[src/rtl/fme_pkg.sv]
// Shared types, constants and encode/CRC functions of the floppy write encoder.
// Used by every module of the block; depends on nothing.
package fme_pkg;

  // Command codes
  typedef enum logic [2:0] {
    OP_DATA         = 3'd0,
    OP_INDEX_MARK   = 3'd1,
    OP_ID_MARK      = 3'd2,
    OP_DATA_MARK    = 3'd3,
    OP_DELETED_MARK = 3'd4,
    OP_CRC          = 3'd5
  } op_e;

  // Configuration register indexes
  typedef enum logic [2:0] {
    CFG_MFM_MODE      = 3'd0,
    CFG_MFM_SYNC      = 3'd1,
    CFG_MFM_IDX_SYNC  = 3'd2,
    CFG_CRC_AFTER_SYN = 3'd3,
    CFG_INDEX_MARK    = 3'd4,
    CFG_ID_MARK       = 3'd5,
    CFG_DATA_MARK     = 3'd6,
    CFG_DELETED_MARK  = 3'd7
  } cfg_idx_e;

  localparam logic [15:0] CLOCK_BITS = 16'haaaa;
  localparam logic [15:0] CRC_POLY   = 16'h1021;
  localparam logic [15:0] CRC_PRESET = 16'hffff;
  localparam logic [1:0]  SYNC_WORDS = 2'd3;

  // Configuration registers as seen by the datapath
  typedef struct packed {
    logic        mfm_mode;
    logic [15:0] mfm_sync_word;
    logic [15:0] mfm_index_sync_word;
    logic [15:0] crc_after_sync;
    logic [15:0] index_mark_word;
    logic [15:0] id_mark_word;
    logic [15:0] data_mark_word;
    logic [15:0] deleted_mark_word;
  } cfg_t;

  // One result beat
  typedef struct packed {
    logic [15:0] cell_word;
    logic        last_word;
  } word_t;

  // Place byte bits on the even cell positions
  function automatic logic [15:0] spread_bits(input logic [7:0] b);
    logic [15:0] s;
    s = '0;
    for (int i = 0; i < 8; i++) begin
      s[2*i] = b[i];
    end
    return s;
  endfunction

  // Pick the data bits out of a cell word
  function automatic logic [7:0] gather_bits(input logic [15:0] w);
    logic [7:0] b;
    b = '0;
    for (int i = 0; i < 8; i++) begin
      b[i] = w[2*i];
    end
    return b;
  endfunction

  // CRC-16-CCITT, one byte, MSB first
  function automatic logic [15:0] crc_add(input logic [15:0] crc, input logic [7:0] b);
    logic [15:0] c;
    c = crc ^ {b, 8'h00};
    for (int i = 0; i < 8; i++) begin
      c = c[15] ? ({c[14:0], 1'b0} ^ CRC_POLY) : {c[14:0], 1'b0};
    end
    return c;
  endfunction

  // FM: clock in every odd cell; MFM: clock only between two zero data bits
  function automatic logic [15:0] encode_byte(input logic [7:0] b, input logic mfm,
                                              input logic prev);
    logic [15:0] s;
    logic [15:0] ors;
    s   = spread_bits(b);
    ors = {s[14:0], 1'b0} | {1'b0, s[15:1]} | {prev, 15'b0};
    return mfm ? (s | (~ors & CLOCK_BITS)) : (s | CLOCK_BITS);
  endfunction

endpackage

[src/rtl/fme_cfg.sv]
// Configuration register file of the floppy write encoder.
// Depends on fme_pkg.
module fme_cfg import fme_pkg::*; (
  input  logic        clk_i,
  input  logic        rst_ni,
  input  logic        cfg_valid_i,
  input  logic [2:0]  cfg_index_i,
  input  logic [15:0] cfg_data_i,
  output logic        cfg_ready_o,
  output cfg_t        cfg_o
);

  cfg_t cfg_q;

  assign cfg_ready_o = 1'b1;
  assign cfg_o       = cfg_q;

  // Register writes
  always_ff @(posedge clk_i or negedge rst_ni) begin
    if (!rst_ni) begin
      cfg_q.mfm_mode            <= 1'b1;
      cfg_q.mfm_sync_word       <= 16'h4489;
      cfg_q.mfm_index_sync_word <= 16'h5224;
      cfg_q.crc_after_sync      <= 16'hcdb4;
      cfg_q.index_mark_word     <= 16'hf77a;
      cfg_q.id_mark_word        <= 16'hf57e;
      cfg_q.data_mark_word      <= 16'hf56f;
      cfg_q.deleted_mark_word   <= 16'hf56a;
    end else if (cfg_valid_i) begin
      case (cfg_index_i)
        CFG_MFM_MODE:      cfg_q.mfm_mode            <= cfg_data_i[0];
        CFG_MFM_SYNC:      cfg_q.mfm_sync_word       <= cfg_data_i;
        CFG_MFM_IDX_SYNC:  cfg_q.mfm_index_sync_word <= cfg_data_i;
        CFG_CRC_AFTER_SYN: cfg_q.crc_after_sync      <= cfg_data_i;
        CFG_INDEX_MARK:    cfg_q.index_mark_word     <= cfg_data_i;
        CFG_ID_MARK:       cfg_q.id_mark_word        <= cfg_data_i;
        CFG_DATA_MARK:     cfg_q.data_mark_word      <= cfg_data_i;
        CFG_DELETED_MARK:  cfg_q.deleted_mark_word   <= cfg_data_i;
        default: ;
      endcase
    end
  end

endmodule

[src/rtl/fme_core.sv]
// Command register, word sequencer, CRC and previous-bit state.
// Depends on fme_pkg; feeds fme_out.
module fme_core import fme_pkg::*; (
  input  logic        clk_i,
  input  logic        rst_ni,
  input  cfg_t        cfg_i,
  input  logic        in_valid_i,
  output logic        in_stall_o,
  input  logic [2:0]  op_i,
  input  logic [7:0]  data_byte_i,
  input  logic        bad_crc_i,
  input  logic        can_push_i,
  output logic        push_o,
  output word_t       word_o
);

  logic        cmd_valid_q;
  logic [2:0]  op_q;
  logic [7:0]  byte_q;
  logic        bad_q;
  logic [1:0]  cnt_q;
  logic [15:0] crc_q, crc_d;
  logic        prev_q;
  logic [7:0]  crc_lo_q;

  logic        emit, last, use_enc, crc_touch, done, accept;
  logic [7:0]  enc_in;
  logic [15:0] crc_base, raw_word, mark_w, sync_w, cell_w;

  // Mark and sync word for the current command
  always_comb begin
    case (op_q)
      OP_INDEX_MARK:   mark_w = cfg_i.index_mark_word;
      OP_ID_MARK:      mark_w = cfg_i.id_mark_word;
      OP_DATA_MARK:    mark_w = cfg_i.data_mark_word;
      default:         mark_w = cfg_i.deleted_mark_word;
    endcase
    sync_w = (op_q == OP_INDEX_MARK) ? cfg_i.mfm_index_sync_word : cfg_i.mfm_sync_word;
  end

  // Word selection for the current beat
  always_comb begin
    emit      = 1'b1;
    last      = 1'b1;
    use_enc   = 1'b1;
    crc_touch = 1'b1;
    enc_in    = byte_q;
    crc_base  = crc_q;
    raw_word  = mark_w;
    case (op_q)
      OP_DATA: ;
      OP_INDEX_MARK, OP_ID_MARK, OP_DATA_MARK, OP_DELETED_MARK: begin
        enc_in = gather_bits(mark_w);
        if (cfg_i.mfm_mode) begin
          if (cnt_q != SYNC_WORDS) begin
            // sync words: no CRC change
            use_enc   = 1'b0;
            crc_touch = 1'b0;
            raw_word  = sync_w;
            last      = 1'b0;
          end else if (op_q != OP_INDEX_MARK) begin
            crc_base = cfg_i.crc_after_sync;
          end
        end else begin
          // FM mark: preset CRC, add mark byte, send mark word
          use_enc  = 1'b0;
          crc_base = CRC_PRESET;
        end
      end
      OP_CRC: begin
        if (cnt_q == 2'd0) begin
          enc_in = crc_q[15:8];
          last   = 1'b0;
        end else begin
          enc_in = crc_lo_q ^ {7'b0, bad_q};
        end
      end
      default: begin
        emit      = 1'b0;
        crc_touch = 1'b0;
      end
    endcase
    cell_w = use_enc ? encode_byte(enc_in, cfg_i.mfm_mode, prev_q) : raw_word;
    crc_d  = crc_touch ? crc_add(crc_base, enc_in) : crc_q;
  end

  // Handshake
  assign push_o     = cmd_valid_q && emit && can_push_i;
  assign done       = cmd_valid_q && last && (can_push_i || !emit);
  assign in_stall_o = cmd_valid_q && !done;
  assign accept     = in_valid_i && !in_stall_o;
  assign word_o     = '{cell_word: cell_w, last_word: last};

  // Command register
  always_ff @(posedge clk_i or negedge rst_ni) begin
    if (!rst_ni) begin
      cmd_valid_q <= 1'b0;
      cnt_q       <= 2'd0;
    end else if (accept) begin
      cmd_valid_q <= 1'b1;
      cnt_q       <= 2'd0;
    end else if (done) begin
      cmd_valid_q <= 1'b0;
    end else if (push_o) begin
      cnt_q <= cnt_q + 2'd1;
    end
  end

  always_ff @(posedge clk_i) begin
    if (accept) begin
      op_q   <= op_i;
      byte_q <= data_byte_i;
      bad_q  <= bad_crc_i;
    end
  end

  // Running CRC and last data bit
  always_ff @(posedge clk_i or negedge rst_ni) begin
    if (!rst_ni) begin
      crc_q  <= CRC_PRESET;
      prev_q <= 1'b0;
    end else if (push_o) begin
      crc_q  <= crc_d;
      prev_q <= cell_w[0];
    end
  end

  // Low CRC byte held for the second beat of a CRC command
  always_ff @(posedge clk_i) begin
    if (push_o && op_q == OP_CRC && cnt_q == 2'd0) begin
      crc_lo_q <= crc_q[7:0];
    end
  end

endmodule

[src/rtl/fme_out.sv]
// Output register of the floppy write encoder.
// Depends on fme_pkg; driven by fme_core.
module fme_out import fme_pkg::*; (
  input  logic        clk_i,
  input  logic        rst_ni,
  input  logic        push_i,
  input  word_t       word_i,
  output logic        can_push_o,
  output logic        out_valid_o,
  input  logic        out_stall_i,
  output logic [15:0] cell_word_o,
  output logic        last_word_o
);

  logic  valid_q;
  word_t word_q;

  // Register is free when empty or being taken this cycle
  assign can_push_o  = !valid_q || !out_stall_i;
  assign out_valid_o = valid_q;
  assign cell_word_o = word_q.cell_word;
  assign last_word_o = word_q.last_word;

  always_ff @(posedge clk_i or negedge rst_ni) begin
    if (!rst_ni) begin
      valid_q <= 1'b0;
    end else if (can_push_o) begin
      valid_q <= push_i;
    end
  end

  always_ff @(posedge clk_i) begin
    if (can_push_o && push_i) begin
      word_q <= word_i;
    end
  end

endmodule

[src/rtl/fm_mfm_floppy_encoder.sv]
// A command's first word passes the command register, then the output register.
// Throughput: one data-byte command per cycle unless the output stalls; a command holds
// the command register until its words go out (MFM mark 4, FM mark 1, CRC 2, unused 0).
// Reset: CRC preset to ffff, previous data bit cleared, registers to defaults, no beats.
// Top level of the floppy write encoder; depends on fme_pkg, fme_cfg, fme_core, fme_out.
module fm_mfm_floppy_encoder import fme_pkg::*; (
  input  logic        clk_i,
  input  logic        rst_ni,
  input  logic        in_valid_i,
  output logic        in_stall_o,
  input  logic [2:0]  op_i,
  input  logic [7:0]  data_byte_i,
  input  logic        bad_crc_i,
  output logic        out_valid_o,
  input  logic        out_stall_i,
  output logic [15:0] cell_word_o,
  output logic        last_word_o,
  input  logic        cfg_valid_i,
  output logic        cfg_ready_o,
  input  logic [2:0]  cfg_index_i,
  input  logic [15:0] cfg_data_i
);

  cfg_t  cfg;
  logic  can_push;
  logic  push;
  word_t word;

  fme_cfg u_cfg (
    .clk_i, .rst_ni, .cfg_valid_i, .cfg_index_i, .cfg_data_i, .cfg_ready_o,
    .cfg_o(cfg)
  );

  fme_core u_core (
    .clk_i, .rst_ni, .cfg_i(cfg), .in_valid_i, .in_stall_o, .op_i, .data_byte_i,
    .bad_crc_i, .can_push_i(can_push), .push_o(push), .word_o(word)
  );

  fme_out u_out (
    .clk_i, .rst_ni, .push_i(push), .word_i(word), .can_push_o(can_push),
    .out_valid_o, .out_stall_i, .cell_word_o, .last_word_o
  );

endmodule

[config.mk]
export PLATFORM = sky130hd
export DESIGN_NAME = fm_mfm_floppy_encoder
export DESIGN_NICKNAME = d
export VERILOG_FILES = /design/src/rtl/fme_pkg.sv /design/src/rtl/fme_cfg.sv /design/src/rtl/fme_core.sv /design/src/rtl/fme_out.sv /design/src/rtl/fm_mfm_floppy_encoder.sv
export SDC_FILE = /design/constraint.sdc
export NUM_CORES = 1
export LEC_CHECK = 0
export ABC_AREA = 0
export BUFFER_PORTS_ARGS = -buffer_cell sky130_fd_sc_hd__clkbuf_2
export CORE_MARGIN = 5
export CORE_UTILIZATION = 60
export CTS_BUF_LIST = sky130_fd_sc_hd__clkbuf_8 sky130_fd_sc_hd__clkbuf_16
export DETAILED_ROUTE_END_ITERATION = 10
export PLACE_DENSITY_LB_ADDON = 0.3
export SYNTH_ARGS = -nofsm -noshare
export SYNTH_HDL_FRONTEND = slang
export SYNTH_SLANG_ARGS = --single-unit
[constraint.sdc]
create_clock -name clk_i -period 4.4 [get_ports clk_i]
set_clock_uncertainty 0.05 [all_clocks]
set_input_delay 0.66 -clock clk_i [delete_from_list [all_inputs] [get_ports clk_i]]
set_output_delay 0.66 -clock clk_i [all_outputs]
set_load 0.01 [all_outputs]
==> qor.txt <==
=================================================================================
Status                                                               complete, no violations
Total inserted antenna cells                                                    0
Max-capacitance violation count                                                 0
Mapped Nets                                                                   730
Slew @ Worst Pin                                                          1240 ps
Flops & latches, synth                                                        171
LEAKAGE                                                                   3.83 nW
Placer congestion estimate                                                  0.912
Top-count cell post-synth                                            sky130_fd_sc_hd__mux2_2
Starting density of the core                                                0.613
Clock slew seen by the registers of the worst setup and hold paths          60 ps
Fill cells                                                                    988
Number of enable flip-flop cells after synthesis                               37
Critical path type                                                   flop to output pin
Worst path required time                                                  3690 ps
Achievable Freq                                                           292 MHz
Root Buffer Master                                                   sky130_fd_sc_hd__clkbuf_16
Global-route wire length before repair                                   33100 um
Die boundary width                                                         129 um
Final setup violation count                                                     0
Util after Layout                                                           0.683
Synth Area per Inst                                                      12.3 um2
# DRC                                                                           0
Core Rows                                                                      43
Share of post-route cells with drive strength above 1                       0.432
Final count of pins violating max slew                                          0
Post-layout total power                                                   5.37 mW
Initial DRC count                                                             559
Max-Slew Margin vs Limit                                                    0.169
Global Route Usage Sum                                                      0.263
Async S/R FF share, synth                                                   0.784
Die Area                                                                16700 um2
Post-layout net count                                                         773
Maximum buffer depth of the clock tree                                          2
Critical Path Source Type                                                    flop
Critical Path AT                                                          2720 ps
Per-cell via count in the routed design                                      6.35
Post-CTS Setup Inserts                                                          0
Worst IR drop on VDD                                                     0.319 mV
Largest net degree at the start of global routing                              51
Length of the first detailed-routing pass in iterations                         6
Count of H-tree levels built during CTS                                         4
I/O pin total                                                                  56
RSZ-0062 raised after global routing                                           no
Core Area                                                               13900 um2
TritonCTS clock tree                                                          yes
Total routed wirelength                                                  20700 um
Highest-delay cell along the critical path                           sky130_fd_sc_hd__edfxtp_1
Prevailing post-synth register cell                                  sky130_fd_sc_hd__dfstp_2
Sequential fraction of the synthesis area                                   0.535
Number of clock buffers inserted by TritonCTS                                  17
Yosys top cell by area                                               sky130_fd_sc_hd__dfstp_2
Number of sinks handled by clock tree synthesis                               171
Delay of the slowest cell on the worst path                                820 ps
Worst path cell trace                                                buf_12, nor2_1, o32ai_1, o21ai_0, inv_1, clkbuf_2
Top post-synthesis cells by area                                     sky130_fd_sc_hd__dfstp_2, sky130_fd_sc_hd__mux2_2, sky130_fd_sc_hd__dfrtp_1
Cell Area, Synth                                                         8540 um2
Crit path time final                                                      3430 ps
Post-route setup TNS                                                         0 ps
Vias                                                                         5893
Number of warnings reported in the yosys synthesis log                          0
Crit Path Max Fanout                                                           41
Path category of the worst min-delay check                           input port to asynchronous set/reset pin
Worst setup EP type                                                    output pin
Per-cell routed wire length                                               22.3 um
Initial antenna violation count                                                 0
Die Y                                                                      129 um
Number of hold-repair buffers added at the cts stage                            0
Total placed instance area                                               8940 um2
Worst hold slack                                                           204 ps
P per Cell Area                                                        565 nW/um2
Count of antenna-violating nets left after detailed routing                     0
Port Buf Inserts                                                               54
Number of cells produced by synthesis                                         692
Detailed placement HPWL                                                  14400 um
Final worst-path cycle share                                                0.779
Total non-filler cell area in the finished layout                        9520 um2
Final Hold Vio Count                                                            0
Clock latency on the worst-skew pair                                       440 ps
Area added between synthesis and finish                                     11.4%
Top cells by count, synth                                            sky130_fd_sc_hd__mux2_2, sky130_fd_sc_hd__dfstp_2, sky130_fd_sc_hd__nand2_1
Count of instances resized after the clock tree is built                        0
Share of the synthesized area in the top cell type                          0.252
Distinct cell type count after synthesis                                       60
Via count of the first global-routing pass                                   6075
Residual overflow from global routing                                           0
=================================================================================
## through the flow
step | worst slack (ps) | std cells
6_report | 973 | 928
2_1_floorplan | 1470 | 692
5_1_grt | 864 | 928
3_5_place_dp | 1390 | 896
4_1_cts | 1010 | 928
3_3_place_gp | 1430 | 896
## path summary, 6_finish.rpt
| check | from | endpoint | slack (ps) | cells past startpoint |
|---|---|---|---|---|
| worst max-delay path | u_core.op_q[0]$_DFFE_PP_ | in_stall_o | 970 | 6 |
| worst min-delay path | rst_ni | u_cfg.cfg_o[50]$_DFFE_PN0P_ | 200 | 1 |
| worst max register to register | u_core.op_q[0]$_DFFE_PP_ | u_core.crc_q[12]$_DFFE_PN1P_ | 1330 | 9 |
| worst min register to register | u_core.crc_q[6]$_DFFE_PN1P_ | u_core.crc_q[6]$_DFFE_PN1P_ | 420 | 2 |
| max in group asynchronous | rst_ni | u_cfg.cfg_o[86]$_DFFE_PN0P_ | 3060 | 2 |
| min in group clk_i | op_i[2] | u_core.op_q[2]$_DFFE_PP_ | 350 | 1 |
## layout by cell type (no fill, tap or decap), drive strengths merged, types with 12 or more instances in the layout
| cell type | Yosys | final |
|---|---|---|
| dfstp | 82 | 82 |
| mux2 | 122 | 122 |
| dfrtp | 52 | 52 |
| mux2i | 40 | 40 |
| edfxtp | 37 | 37 |
| clkbuf | 19 | 72 |
| xor2 | 12 | 12 |
| buf | 25 | 15 |
| inv | 6 | 14 |
| a21oi | 29 | 29 |
| o21ai | 43 | 43 |
| o211ai | 12 | 12 |
| xnor2 | 20 | 20 |
| nand2 | 62 | 62 |
| nor2 | 36 | 36 |
## flip-flops by register name, indices dropped and copies added (netlist names)
signal and count:
u_core.bad_q 1, u_out.cell_word_o 16, u_core.byte_q 8, u_cfg.cfg_o 113
u_out.out_valid_o 1, u_core.crc_lo_q 8, u_core.cmd_valid_q 1, u_core.cnt_q 2
u_core.prev_q 1, u_core.crc_q 16, u_out.last_word_o 1, u_core.op_q 3
## logic make-up (layout without fill, tap and decap cells)
group,after synthesis,count (layout),share of synthesized area
flip-flops,171,171,0.535
multiplexers,162,162,0.208
other,1,1,0.000439
AO/OA/AOI/OAI,122,122,0.0986
AND/OR/NAND/NOR,150,150,0.0839
buffers and inverters,50,106,0.0306
XOR/XNOR,34,34,0.0412
adder cells (fa/ha/maj),2,2,0.00293
## worst max-delay path, delay by kind of cell (launching register included)
family | cells | cell delay, ps
AOI/OAI and AO/OA | 2 | 750
buffers and inverters | 3 | 560
DFF | 1 | 820
and+or+nand+nor | 1 | 140
## final cells by class
cell class | count | area (um2) | share of cell area
repair buffers | 68 | 390 | 0.0410
clock inverters | 13 | 118 | 0.0124
well taps | 180 | 225 | 0.0237
multi-input cells | 471 | 3730 | 0.392
inverters | 6 | 22.5 | 0.00237
clock buffers | 19 | 464 | 0.0488
flip-flops and latches | 171 | 4570 | 0.480
## layer usage
| layer | wire length, um | global-route usage | share of wire |
|---|---|---|---|
| met2 | 9690 | 0.399 | 0.47 |
| met4 | 692 | 0.124 | 0.033 |
| met3 | 1630 | 0.0606 | 0.079 |
| met5 | 0 | 0 | 0 |
| met1 | 8670 | 0.361 | 0.42 |
## report_power, final
part / switching [mW] / internal [mW]
sequential: 0.280 / 2.16
combinational: 0.756 / 0.705
clock: 0.637 / 0.832
total: 1.67 / 3.70
No activity file was read; power rests on OpenSTA's default activity.
